`config.mk`:
```
export PLATFORM = sky130hd
export DESIGN_NAME = quad_x_motor_mixer_flat
export DESIGN_NICKNAME = d
export VERILOG_FILES = /design/src/rtl/core/qxmm_pkg.sv /design/src/rtl/core/qxmm_if.sv /design/src/rtl/core/qxmm_mix.sv /design/src/rtl/core/qxmm_scale.sv /design/src/rtl/core/quad_x_motor_mixer.sv /design/src/flat_wrapper.sv
export VERILOG_INCLUDE_DIRS = /design/src /design/src/rtl/core
export SDC_FILE = /design/constraint.sdc
export NUM_CORES = 2
export LEC_CHECK = 0
export BUFFER_PORTS_ARGS = -buffer_cell sky130_fd_sc_hd__buf_2
export CAP_MARGIN = 10
export CORE_UTILIZATION = 25
export CTS_CLUSTER_SIZE = 40
export DETAILED_ROUTE_END_ITERATION = 8
export PLACE_DENSITY_LB_ADDON = 0.15
export SYNTH_ARGS = -nofsm -noshare
export SYNTH_HDL_FRONTEND = slang
export SYNTH_SLANG_ARGS = --single-unit
```
`constraint.sdc`:
```
create_clock -name clk -period 6.2 [get_ports clk]
set_input_delay 0.31 -clock clk [delete_from_list [all_inputs] [get_ports clk]]
set_output_delay 0.31 -clock clk [all_outputs]
set_load 0.02 [all_outputs]
```
`src/rtl/core/quad_x_motor_mixer_assert.svh`:
```
// assertion macros shared by the mixer rtl
// define ASSERT_OFF to drop every check
`ifndef QUAD_X_MOTOR_MIXER_ASSERT_SVH
`define QUAD_X_MOTOR_MIXER_ASSERT_SVH

`ifndef ASSERT_OFF

// property must hold at every clock edge out of reset
`define QXMM_ASSERT(name, clk, rstn, prop, msg) \
    name: assert property (@(posedge clk) disable iff (!rstn) (prop)) else $error(msg);

// condition must never be seen at a clock edge out of reset
`define QXMM_ASSERT_NEVER(name, clk, rstn, expr, msg) \
    name: assert property (@(posedge clk) disable iff (!rstn) !(expr)) else $error(msg);

`else

`define QXMM_ASSERT(name, clk, rstn, prop, msg)
`define QXMM_ASSERT_NEVER(name, clk, rstn, expr, msg)

`endif

`endif

```
`src/rtl/core/qxmm_pkg.sv`:
```
`timescale 1ns / 1ps
`default_nettype none

package qxmm_pkg;

    // fraction bits of the command format, 1.0 = 2^FRAC_BITS
    localparam int FRAC_BITS  = 15;
    localparam int DATA_W     = 16;
    localparam int NUM_MOTORS = 4;

    // working levels in units of 2^-(FRAC_BITS+1), signed
    localparam int LEVEL_W = (FRAC_BITS + 3 > 21) ? FRAC_BITS + 3 : 21;
    // clamped level, 0 .. 2^(FRAC_BITS+1)
    localparam int LVL_W   = FRAC_BITS + 2;
    localparam int PROD_W  = LVL_W + DATA_W;

    localparam int CFG_IDX_W = 1;

    typedef logic signed [LEVEL_W-1:0] level_t;
    typedef logic [LVL_W-1:0]          clamp_t;
    typedef logic [DATA_W-1:0]         word_t;
    typedef logic [PROD_W-1:0]         prod_t;
    typedef logic [CFG_IDX_W-1:0]      cfg_idx_t;

    localparam cfg_idx_t REG_PWM_MIN = 1'b0;
    localparam cfg_idx_t REG_PWM_MAX = 1'b1;

    localparam word_t PWM_MIN_RESET = 16'd1000;
    localparam word_t PWM_MAX_RESET = 16'd2000;

    localparam level_t FULL_LEVEL = level_t'(longint'(1) << (FRAC_BITS + 1));
    localparam clamp_t FULL_CLAMP = clamp_t'(longint'(1) << (FRAC_BITS + 1));

    // clamped motor levels moving from the mixer to the scaler
    typedef struct packed {
        logic                             valid;
        logic [NUM_MOTORS-1:0][LVL_W-1:0] level;
    } lvl_bus_t;

endpackage

`default_nettype wire

```
`src/rtl/core/qxmm_if.sv`:
```
`timescale 1ns / 1ps
`default_nettype none

// command set channel
interface qxmm_cmd_if;
    logic                                 valid;
    logic                                 ready;
    logic        [qxmm_pkg::DATA_W-1:0]   throttle;
    logic signed [qxmm_pkg::DATA_W-1:0]   roll_cmd;
    logic signed [qxmm_pkg::DATA_W-1:0]   pitch_cmd;
    logic signed [qxmm_pkg::DATA_W-1:0]   yaw_cmd;

    modport source (output valid, throttle, roll_cmd, pitch_cmd, yaw_cmd, input ready);
    modport sink   (input valid, throttle, roll_cmd, pitch_cmd, yaw_cmd, output ready);
endinterface

// pwm compare value channel
interface qxmm_pwm_if;
    logic                          valid;
    logic                          ready;
    logic [qxmm_pkg::DATA_W-1:0]   front_left_pwm;
    logic [qxmm_pkg::DATA_W-1:0]   front_right_pwm;
    logic [qxmm_pkg::DATA_W-1:0]   rear_right_pwm;
    logic [qxmm_pkg::DATA_W-1:0]   rear_left_pwm;

    modport source (output valid, front_left_pwm, front_right_pwm, rear_right_pwm,
                    rear_left_pwm, input ready);
    modport sink   (input valid, front_left_pwm, front_right_pwm, rear_right_pwm,
                    rear_left_pwm, output ready);
endinterface

// register write channel
interface qxmm_cfg_if;
    logic                             valid;
    logic                             ready;
    logic [qxmm_pkg::CFG_IDX_W-1:0]   index;
    logic [qxmm_pkg::DATA_W-1:0]      data;

    modport source (output valid, index, data, input ready);
    modport sink   (input valid, index, data, output ready);
endinterface

`default_nettype wire

```
`src/rtl/core/qxmm_mix.sv`:
```
`timescale 1ns / 1ps
`default_nettype none
`include "quad_x_motor_mixer_assert.svh"

// mix, find extremes, desaturate, clamp: four register stages
module qxmm_mix (
    input  logic               clk,
    input  logic               rst_n,
    qxmm_cmd_if.sink           cmd,
    output qxmm_pkg::lvl_bus_t lvl_out,
    input  logic               lvl_ready
);

    localparam int STAGES = 4;

    logic [STAGES-1:0] valid_reg;
    logic [STAGES:0]   adv;

    qxmm_pkg::level_t lv_next  [qxmm_pkg::NUM_MOTORS];
    qxmm_pkg::level_t lv1_reg  [qxmm_pkg::NUM_MOTORS];
    qxmm_pkg::level_t lv2_reg  [qxmm_pkg::NUM_MOTORS];
    qxmm_pkg::level_t lv3_reg  [qxmm_pkg::NUM_MOTORS];
    qxmm_pkg::clamp_t clamp_next [qxmm_pkg::NUM_MOTORS];
    qxmm_pkg::clamp_t clamp4_reg [qxmm_pkg::NUM_MOTORS];

    qxmm_pkg::level_t t_ext, r_ext, p_ext, y_ext;
    qxmm_pkg::level_t hi_a, hi_b, lo_a, lo_b, hi_next, lo_next;
    qxmm_pkg::level_t hi2_reg, lo2_reg;
    qxmm_pkg::level_t excess, lo_shift, deficit, off_next, off3_reg;
    qxmm_pkg::level_t sum [qxmm_pkg::NUM_MOTORS];

    // a stage moves when empty or when the stage after it moves
    always_comb
    begin
        adv[STAGES] = lvl_ready;
        for (int k = STAGES - 1; k >= 0; k--)
        begin
            adv[k] = !valid_reg[k] || adv[k+1];
        end
    end

    assign cmd.ready = adv[0];

    always_ff @(posedge clk or negedge rst_n)
    begin
        if (!rst_n)
        begin
            valid_reg <= '0;
        end
        else
        begin
            if (adv[0])
            begin
                valid_reg[0] <= cmd.valid;
            end
            for (int k = 1; k < STAGES; k++)
            begin
                if (adv[k])
                begin
                    valid_reg[k] <= valid_reg[k-1];
                end
            end
        end
    end

    // stage 1: x-frame mix, throttle doubled so halved attitude terms stay exact
    always_comb
    begin
        t_ext = qxmm_pkg::level_t'({cmd.throttle, 1'b0});
        r_ext = qxmm_pkg::level_t'(cmd.roll_cmd);
        p_ext = qxmm_pkg::level_t'(cmd.pitch_cmd);
        y_ext = qxmm_pkg::level_t'(cmd.yaw_cmd);
        lv_next[0] = t_ext + r_ext - p_ext + y_ext;
        lv_next[1] = t_ext - r_ext - p_ext - y_ext;
        lv_next[2] = t_ext - r_ext + p_ext + y_ext;
        lv_next[3] = t_ext + r_ext + p_ext - y_ext;
    end

    // stage 2: highest and lowest level
    always_comb
    begin
        hi_a    = (lv1_reg[1] > lv1_reg[0]) ? lv1_reg[1] : lv1_reg[0];
        hi_b    = (lv1_reg[3] > lv1_reg[2]) ? lv1_reg[3] : lv1_reg[2];
        lo_a    = (lv1_reg[1] < lv1_reg[0]) ? lv1_reg[1] : lv1_reg[0];
        lo_b    = (lv1_reg[3] < lv1_reg[2]) ? lv1_reg[3] : lv1_reg[2];
        hi_next = (hi_b > hi_a) ? hi_b : hi_a;
        lo_next = (lo_b < lo_a) ? lo_b : lo_a;
    end

    // stage 3: common shift, lower by the excess then raise by the deficit
    always_comb
    begin
        excess   = (hi2_reg > qxmm_pkg::FULL_LEVEL) ? hi2_reg - qxmm_pkg::FULL_LEVEL : '0;
        lo_shift = lo2_reg - excess;
        deficit  = (lo_shift < 0) ? -lo_shift : '0;
        off_next = deficit - excess;
    end

    // stage 4: apply shift and clamp to [0, 1.0]
    always_comb
    begin
        for (int m = 0; m < qxmm_pkg::NUM_MOTORS; m++)
        begin
            sum[m] = lv3_reg[m] + off3_reg;
            if (sum[m] < 0)
            begin
                clamp_next[m] = '0;
            end
            else if (sum[m] > qxmm_pkg::FULL_LEVEL)
            begin
                clamp_next[m] = qxmm_pkg::FULL_CLAMP;
            end
            else
            begin
                clamp_next[m] = sum[m][qxmm_pkg::LVL_W-1:0];
            end
        end
    end

    always_ff @(posedge clk)
    begin
        if (adv[0])
        begin
            lv1_reg <= lv_next;
        end
        if (adv[1])
        begin
            lv2_reg <= lv1_reg;
            hi2_reg <= hi_next;
            lo2_reg <= lo_next;
        end
        if (adv[2])
        begin
            lv3_reg  <= lv2_reg;
            off3_reg <= off_next;
        end
        if (adv[3])
        begin
            clamp4_reg <= clamp_next;
        end
    end

    always_comb
    begin
        lvl_out.valid = valid_reg[STAGES-1];
        for (int m = 0; m < qxmm_pkg::NUM_MOTORS; m++)
        begin
            lvl_out.level[m] = clamp4_reg[m];
        end
    end

    `QXMM_ASSERT(a_mix_stall_hold, clk, rst_n, lvl_out.valid && !lvl_ready |=> lvl_out.valid, "mixer dropped a stalled level set")
    `QXMM_ASSERT_NEVER(a_mix_clamp_range, clk, rst_n, lvl_out.valid && (clamp4_reg[0] > qxmm_pkg::FULL_CLAMP || clamp4_reg[1] > qxmm_pkg::FULL_CLAMP || clamp4_reg[2] > qxmm_pkg::FULL_CLAMP || clamp4_reg[3] > qxmm_pkg::FULL_CLAMP), "clamped level above full scale")
    `QXMM_ASSERT(a_mix_desat, clk, rst_n, valid_reg[1] |-> (hi2_reg + off_next <= qxmm_pkg::FULL_LEVEL) || (lo2_reg + off_next == 0), "desaturation left top above full and bottom off zero")

endmodule

`default_nettype wire

```
`src/rtl/core/qxmm_scale.sv`:
```
`timescale 1ns / 1ps
`default_nettype none

// level to compare value: multiply stage, then offset stage
module qxmm_scale (
    input  logic               clk,
    input  logic               rst_n,
    input  qxmm_pkg::lvl_bus_t lvl_in,
    output logic               lvl_ready,
    input  qxmm_pkg::word_t    pwm_min,
    input  qxmm_pkg::word_t    pwm_range,
    qxmm_pwm_if.source         pwm
);

    localparam int STAGES = 2;

    logic [STAGES-1:0] valid_reg;
    logic [STAGES:0]   adv;

    qxmm_pkg::prod_t prod_next [qxmm_pkg::NUM_MOTORS];
    qxmm_pkg::prod_t prod_reg  [qxmm_pkg::NUM_MOTORS];
    qxmm_pkg::word_t out_next  [qxmm_pkg::NUM_MOTORS];
    qxmm_pkg::word_t out_reg   [qxmm_pkg::NUM_MOTORS];

    always_comb
    begin
        adv[STAGES] = pwm.ready;
        for (int k = STAGES - 1; k >= 0; k--)
        begin
            adv[k] = !valid_reg[k] || adv[k+1];
        end
    end

    assign lvl_ready = adv[0];

    always_ff @(posedge clk or negedge rst_n)
    begin
        if (!rst_n)
        begin
            valid_reg <= '0;
        end
        else
        begin
            if (adv[0])
            begin
                valid_reg[0] <= lvl_in.valid;
            end
            if (adv[1])
            begin
                valid_reg[1] <= valid_reg[0];
            end
        end
    end

    always_comb
    begin
        for (int m = 0; m < qxmm_pkg::NUM_MOTORS; m++)
        begin
            prod_next[m] = qxmm_pkg::prod_t'(lvl_in.level[m]) * qxmm_pkg::prod_t'(pwm_range);
            // drop the level fraction, wrap to 16 bits
            out_next[m]  = pwm_min + prod_reg[m][qxmm_pkg::FRAC_BITS+1 +: qxmm_pkg::DATA_W];
        end
    end

    always_ff @(posedge clk)
    begin
        if (adv[0])
        begin
            prod_reg <= prod_next;
        end
        if (adv[1])
        begin
            out_reg <= out_next;
        end
    end

    assign pwm.valid           = valid_reg[STAGES-1];
    assign pwm.front_left_pwm  = out_reg[0];
    assign pwm.front_right_pwm = out_reg[1];
    assign pwm.rear_right_pwm  = out_reg[2];
    assign pwm.rear_left_pwm   = out_reg[3];

endmodule

`default_nettype wire

```
`src/rtl/core/quad_x_motor_mixer.sv`:
```
// quad x-frame motor mixer with desaturation
// cmd: one command set per transfer (throttle, roll, pitch, yaw, q1.15)
// pwm: four compare values per transfer, one result for every command set
// cfg: register writes, index 0 = pwm_min, index 1 = pwm_max; always ready,
//   write only while no command set is in flight
// pipeline: six registers deep (mix, min/max, shift, clamp, multiply, offset);
//   the first loads on the cmd transfer edge, the last drives the pwm channel
// throughput: one command set per cycle while pwm.ready is high; every stage moves
//   when it is empty or the stage after it moves, so the pipe stays full end to end
// stall: with pwm.ready low the result holds and the stages behind it
//   fill; cmd.ready drops only once all six stages hold a set
// reset: pipeline empty, pwm_min = 1000, pwm_max = 2000
// pwm_max below pwm_min gives a zero range: every output is pwm_min
`timescale 1ns / 1ps
`default_nettype none
`include "quad_x_motor_mixer_assert.svh"

module quad_x_motor_mixer (
    input  logic        clk,
    input  logic        rst_n,
    qxmm_cmd_if.sink    cmd,
    qxmm_pwm_if.source  pwm,
    qxmm_cfg_if.sink    cfg
);

    qxmm_pkg::word_t pwm_min_reg, pwm_min_next;
    qxmm_pkg::word_t pwm_max_reg, pwm_max_next;
    qxmm_pkg::word_t range_reg, range_next;

    qxmm_pkg::lvl_bus_t lvl_bus;
    logic               lvl_ready;

    // register writes never stall
    assign cfg.ready = 1'b1;

    always_comb
    begin
        pwm_min_next = pwm_min_reg;
        pwm_max_next = pwm_max_reg;
        if (cfg.valid && cfg.ready)
        begin
            case (cfg.index)
                qxmm_pkg::REG_PWM_MIN: pwm_min_next = cfg.data;
                qxmm_pkg::REG_PWM_MAX: pwm_max_next = cfg.data;
                default: ;
            endcase
        end
    end

    // range settles behind the limit registers, before a new set reaches the multiplier
    assign range_next = (pwm_max_reg >= pwm_min_reg) ? pwm_max_reg - pwm_min_reg : '0;

    always_ff @(posedge clk or negedge rst_n)
    begin
        if (!rst_n)
        begin
            pwm_min_reg <= qxmm_pkg::PWM_MIN_RESET;
            pwm_max_reg <= qxmm_pkg::PWM_MAX_RESET;
            range_reg   <= qxmm_pkg::PWM_MAX_RESET - qxmm_pkg::PWM_MIN_RESET;
        end
        else
        begin
            pwm_min_reg <= pwm_min_next;
            pwm_max_reg <= pwm_max_next;
            range_reg   <= range_next;
        end
    end

    // mixing, desaturation and clamp
    qxmm_mix u_mix (
        .clk       (clk),
        .rst_n     (rst_n),
        .cmd       (cmd),
        .lvl_out   (lvl_bus),
        .lvl_ready (lvl_ready)
    );

    // level times range plus pwm_min, output register
    qxmm_scale u_scale (
        .clk       (clk),
        .rst_n     (rst_n),
        .lvl_in    (lvl_bus),
        .lvl_ready (lvl_ready),
        .pwm_min   (pwm_min_reg),
        .pwm_range (range_reg),
        .pwm       (pwm)
    );

    `QXMM_ASSERT(a_top_range_zero, clk, rst_n,
        (pwm_max_reg < pwm_min_reg) |=> (range_reg == 0),
        "inverted limits gave a nonzero range")
    `QXMM_ASSERT(a_top_range_diff, clk, rst_n,
        (pwm_max_reg >= pwm_min_reg) |=>
            (range_reg == $past(pwm_max_reg) - $past(pwm_min_reg)),
        "range does not match the limits")
    `QXMM_ASSERT(a_top_ready_empty, clk, rst_n,
        !pwm.valid |-> cmd.ready,
        "command input stalled with no result waiting")

endmodule

`default_nettype wire

```
`src/flat_wrapper.sv`:
```
// flat-port wrapper written by rule: the top's interface ports become plain ports
module quad_x_motor_mixer_flat 
  (clk, rst_n, cmd_valid, cmd_throttle, cmd_roll_cmd, cmd_pitch_cmd, cmd_yaw_cmd, cmd_ready, pwm_valid, pwm_front_left_pwm, pwm_front_right_pwm, pwm_rear_right_pwm, pwm_rear_left_pwm, pwm_ready, cfg_valid, cfg_index, cfg_data, cfg_ready);
  qxmm_cmd_if cmd_i ();
  qxmm_pwm_if pwm_i ();
  qxmm_cfg_if cfg_i ();
  input  logic clk;
  input  logic rst_n;
  input wire logic [$bits(cmd_i.valid)-1:0] cmd_valid;
  input wire logic [$bits(cmd_i.throttle)-1:0] cmd_throttle;
  input wire logic [$bits(cmd_i.roll_cmd)-1:0] cmd_roll_cmd;
  input wire logic [$bits(cmd_i.pitch_cmd)-1:0] cmd_pitch_cmd;
  input wire logic [$bits(cmd_i.yaw_cmd)-1:0] cmd_yaw_cmd;
  output wire logic [$bits(cmd_i.ready)-1:0] cmd_ready;
  output wire logic [$bits(pwm_i.valid)-1:0] pwm_valid;
  output wire logic [$bits(pwm_i.front_left_pwm)-1:0] pwm_front_left_pwm;
  output wire logic [$bits(pwm_i.front_right_pwm)-1:0] pwm_front_right_pwm;
  output wire logic [$bits(pwm_i.rear_right_pwm)-1:0] pwm_rear_right_pwm;
  output wire logic [$bits(pwm_i.rear_left_pwm)-1:0] pwm_rear_left_pwm;
  input wire logic [$bits(pwm_i.ready)-1:0] pwm_ready;
  input wire logic [$bits(cfg_i.valid)-1:0] cfg_valid;
  input wire logic [$bits(cfg_i.index)-1:0] cfg_index;
  input wire logic [$bits(cfg_i.data)-1:0] cfg_data;
  output wire logic [$bits(cfg_i.ready)-1:0] cfg_ready;
  assign cmd_i.valid = cmd_valid;
  assign cmd_i.throttle = cmd_throttle;
  assign cmd_i.roll_cmd = cmd_roll_cmd;
  assign cmd_i.pitch_cmd = cmd_pitch_cmd;
  assign cmd_i.yaw_cmd = cmd_yaw_cmd;
  assign cmd_ready = cmd_i.ready;
  assign pwm_valid = pwm_i.valid;
  assign pwm_front_left_pwm = pwm_i.front_left_pwm;
  assign pwm_front_right_pwm = pwm_i.front_right_pwm;
  assign pwm_rear_right_pwm = pwm_i.rear_right_pwm;
  assign pwm_rear_left_pwm = pwm_i.rear_left_pwm;
  assign pwm_i.ready = pwm_ready;
  assign cfg_i.valid = cfg_valid;
  assign cfg_i.index = cfg_index;
  assign cfg_i.data = cfg_data;
  assign cfg_ready = cfg_i.ready;
  quad_x_motor_mixer u_core (.clk(clk), .rst_n(rst_n), .cmd(cmd_i), .pwm(pwm_i), .cfg(cfg_i));
endmodule
```
==> impl_metrics.xml <==
<?xml version="1.0" encoding="UTF-8"?>
<metrics>
  <group name="status">
    <metric name="outcome" unit="">finished with violations</metric>
    <metric name="violations" unit="">DRC, setup timing</metric>
  </group>
  <group name="timing">
    <metric name="timing.final.max_slew_violations" unit="">0</metric>
    <metric name="clock-skew-final" unit="ns">0.0239</metric>
    <metric name="finalCritPeriodShare" unit="%">106</metric>
    <metric name="slew_headroom" unit="%">21.3</metric>
    <metric name="hold_violations" unit="">0</metric>
    <metric name="final_critical_path_setup_slack" unit="ns">-0.373</metric>
    <metric name="period_needed" unit="ns">6.57</metric>
    <metric name="setup_violation_total_in_the_final_timing_report" unit="">43</metric>
    <metric name="unrepaired_setup_endpoints_after_global_routing" unit="">yes</metric>
    <metric name="worst_pin_slew" unit="ns">1.17</metric>
    <metric name="achievable-frequency" unit="MHz">152</metric>
    <metric name="hold_ws" unit="ns">0.168</metric>
  </group>
  <group name="clock_tree">
    <metric name="cts_tree" unit="">done</metric>
    <metric name="clock_path_buffers" unit="">3</metric>
    <metric name="clk_transition_reported_paths" unit="ns">0.05</metric>
    <metric name="tritoncts.num_buffers" unit="">71</metric>
    <metric name="cts_sinks" unit="">559</metric>
    <metric name="cts-root-buf" unit="">clkbuf_16</metric>
    <metric name="cts_htree_levels" unit="">3</metric>
    <metric name="worst_skew_pair.late_latency" unit="ns">0.68</metric>
  </group>
  <group name="grt">
    <metric name="grt_overflow" unit="">0</metric>
    <metric name="grt_start_max_net_pins" unit="">80</metric>
    <metric name="first_global_vias" unit="">55147</metric>
    <metric name="grt_pass1_wl" unit="um">328000</metric>
    <metric name="antenna_violations_before_repair" unit="">9</metric>
    <metric name="track_usage" unit="%">15.0</metric>
  </group>
  <group name="placed_design">
    <metric name="dpl.hpwl" unit="um">176000</metric>
    <metric name="io_buffer_count" unit="">151</metric>
    <metric name="gpl.final_weighted_congestion" unit="">0.841</metric>
  </group>
  <group name="yosys">
    <metric name="ys_warn_count" unit="">0</metric>
    <metric name="synth_area" unit="um^2">70400</metric>
    <metric name="synth_edf_count" unit="">505</metric>
    <metric name="netlist.top_cell.by_area" unit="">fa_1</metric>
    <metric name="main_combinational_cell_family_by_area_after_synthesis" unit="">adder cells</metric>
    <metric name="synth_cells" unit="">7198</metric>
    <metric name="synth_mux_area_share" unit="%">1.45</metric>
    <metric name="postSynth.topFlopCell" unit="">edfxtp_1</metric>
    <metric name="synth_top_cells_by_area" unit="">fa_1 26%, edfxtp_1 22%, ha_1 14%, inv_1 6.7%, nand2_1 4.9%</metric>
    <metric name="synth-async-reset-ratio" unit="%">9.66</metric>
    <metric name="avgSynthCellArea" unit="um^2">9.78</metric>
    <metric name="synth_sequential_area_ratio" unit="%">23.5</metric>
    <metric name="compound_gate_fraction_of_synth_area" unit="%">8.70</metric>
    <metric name="yosysTopAreaCellShare" unit="%">26.0</metric>
    <metric name="post_synth_fa_ha_maj_area_fraction" unit="%">40.0</metric>
    <metric name="number_of_nets_produced_by_synthesis" unit="">8987</metric>
    <metric name="synth-simple-area-share" unit="%">14.2</metric>
    <metric name="most_used_standard_cell_by_instance_count_after_synthesis" unit="">inv_1</metric>
    <metric name="synth.ff_latch_count" unit="">559</metric>
    <metric name="xor_and_xnor_area_share_after_synthesis" unit="%">4.20</metric>
    <metric name="synthDistinctLibCells" unit="">89</metric>
    <metric name="synth_top_cells_by_count" unit="">1,262 x inv_1, 914 x fa_1, 911 x nand2_1</metric>
  </group>
  <group name="detailed_routing">
    <metric name="drc" unit="">22</metric>
    <metric name="detailroute.via_count" unit="">50783</metric>
    <metric name="wl" unit="um">212000</metric>
    <metric name="drt-pass1-iter-count" unit="">9</metric>
    <metric name="ant_nets" unit="">0</metric>
    <metric name="first_iter_violations" unit="">2177</metric>
    <metric name="routed_wire_length_per_instance" unit="um">18.4</metric>
    <metric name="avgViaCountPerCell" unit="">4.39</metric>
  </group>
  <group name="worst_setup_path">
    <metric name="worstPathMaxFanout" unit="">6</metric>
    <metric name="path_delay_family" unit="">adder cells</metric>
    <metric name="regToRegEndpoint" unit="">u_core.u_scale.prod_reg[88]</metric>
    <metric name="critPathMostFrequentCell" unit="">fa_1</metric>
    <metric name="timing.rr.start" unit="">u_core.range_reg[3]</metric>
    <metric name="cp_slowest_cell" unit="">dfstp_2</metric>
    <metric name="crit_path_end_kind" unit="">register</metric>
    <metric name="arrival" unit="ns">6.99</metric>
    <metric name="reg2reg_slack" unit="ns">-0.37</metric>
    <metric name="setup.worst_path.start" unit="">u_core.range_reg[3]</metric>
    <metric name="ff2ff_path_depth" unit="">26</metric>
    <metric name="crit_path_max_incr_delay" unit="ns">0.58</metric>
    <metric name="endpoint" unit="">u_core.u_scale.prod_reg[88]</metric>
    <metric name="cp.required" unit="ns">6.61</metric>
    <metric name="cp-start-kind" unit="">register</metric>
    <metric name="critical_path_depth" unit="">26</metric>
    <metric name="path_class" unit="">reg -&gt; reg</metric>
    <metric name="worst-path-buf-inv" unit="">8</metric>
  </group>
  <group name="floorplanning">
    <metric name="die-area" unit="um^2">284000</metric>
    <metric name="die_span_in_y" unit="um">533</metric>
    <metric name="rows" unit="">194</metric>
    <metric name="io-pin-count" unit="">153</metric>
    <metric name="width_of_the_die" unit="um">533</metric>
    <metric name="design.core.area" unit="um^2">280000</metric>
    <metric name="starting_density" unit="%">25.2</metric>
  </group>
  <group name="finish">
    <metric name="layout-drive-gt1-share" unit="%">15.1</metric>
    <metric name="nNetsFinal" unit="">9588</metric>
    <metric name="number_of_diodes" unit="">0</metric>
    <metric name="area.growth.synth_to_final" unit="%">19.8</metric>
  </group>
  <group name="job">
    <metric name="drv_cap" unit="">0</metric>
  </group>
  <group name="min_path">
    <metric name="min-delay-path-class" unit="">in -&gt; reg</metric>
  </group>
</metrics>
-- layer usage --
metal  wire, um  part of all wire [%]  GRT usage (%)
met3       6330                   3.0           1.52
met1      97400                    46           19.5
met5          0                     0              0
met2     104000                    49           26.4
met4       5180                   2.4           3.53
-- logic make-up (layout without fill, tap and decap cells) --
kind of cell,Yosys count,in the layout
AOI/OAI and AO/OA,923,923
xor gates and xnor gates,338,339
adders and majority gates,1703,1703
buffers and inverters,1492,2146
DFF,559,559
muxes,100,100
other,1,1
and+or+nand+nor,2082,2082
-- how the worst min path moves through the flow --
stage	startpoint	endpoint	slack (ns)	depth (start not counted)
5_1_grt	cfg_index	u_core.pwm_min_reg[12]	0.16	4
3_5_place_dp	u_core.u_mix.lv2_reg[62]	u_core.u_mix.lv3_reg[62]	0.40	0
3_3_place_gp	u_core.u_mix.lv2_reg[22]	u_core.u_mix.lv3_reg[22]	0.40	0
4_1_cts	cfg_index	u_core.pwm_min_reg[5]	0.09	5
2_1_floorplan	rst_n	u_core.pwm_max_reg[0]	0.01	0
6_report	cfg_index	u_core.pwm_min_reg[3]	0.17	5
-- what timing repair did --
item / 4_1_cts / 5_1_grt
pin swaps: 82 / 66
setup endpoints to repair: 63 / 63
gates resized for setup: 187 / 144
hold buffers: 18 / 0
gates cloned: 6 / 3
setup buffers: 44 / 25
hold endpoints to repair: 69 / 0
-- per-stage QoR --
stage | area, um^2 | utilization (%) | setup TNS, ns | setup WS [ns] | cells
2_1_floorplan | 70700 | - | -0.472 | -0.100 | 7198
3_3_place_gp | 79600 | 28.5 | -20.24 | -0.745 | 11367
3_5_place_dp | 79600 | 28.5 | -22.66 | -0.801 | 11367
4_1_cts | 83500 | 29.9 | -7.20 | -0.435 | 11560
5_1_grt | 84300 | 30.2 | -18.19 | -0.618 | 11577
6_report | 84300 | 30.2 | -6.86 | -0.373 | 11577
-- cells in the final DEF, fill, tap and decap left out, types with 78 or more instances in the layout --
master    instances
ha_1            766
nor2b_1          78
xor2_1           97
nor2_1          257
inv_1          1230
and2_1          402
edfxtp_1        505
o21ai_0         140
xnor2_1         225
a21oi_1         239
nand2_1         885
nor3_1           82
a21o_1          130
buf_2           151
mux2i_1          82
buf_4           481
fa_1            899
-- cell type report --
| class | count | area [um^2] |
|---|---|---|
| Fill cell | 29313 | 195000 |
| Multi-Input combinational cell | 5148 | 49600 |
| Sequential cell | 559 | 16600 |
| Timing Repair Buffer | 757 | 6470 |
| Inverter | 1262 | 4740 |
| Tap cell | 3724 | 4660 |
| Clock buffer | 82 | 1840 |
| Clock inverter | 45 | 536 |
-- tightest hold or removal path, cell delays in order --
cell,delay [ns]
buf_2,0.09
nor2b_2,0.03
buf_4,0.22
nand2_1,0.09
o21ai_0,0.07
Power is not shown: default switching activity piles up to over one toggle a cycle in this logic, so the estimate is an artifact.
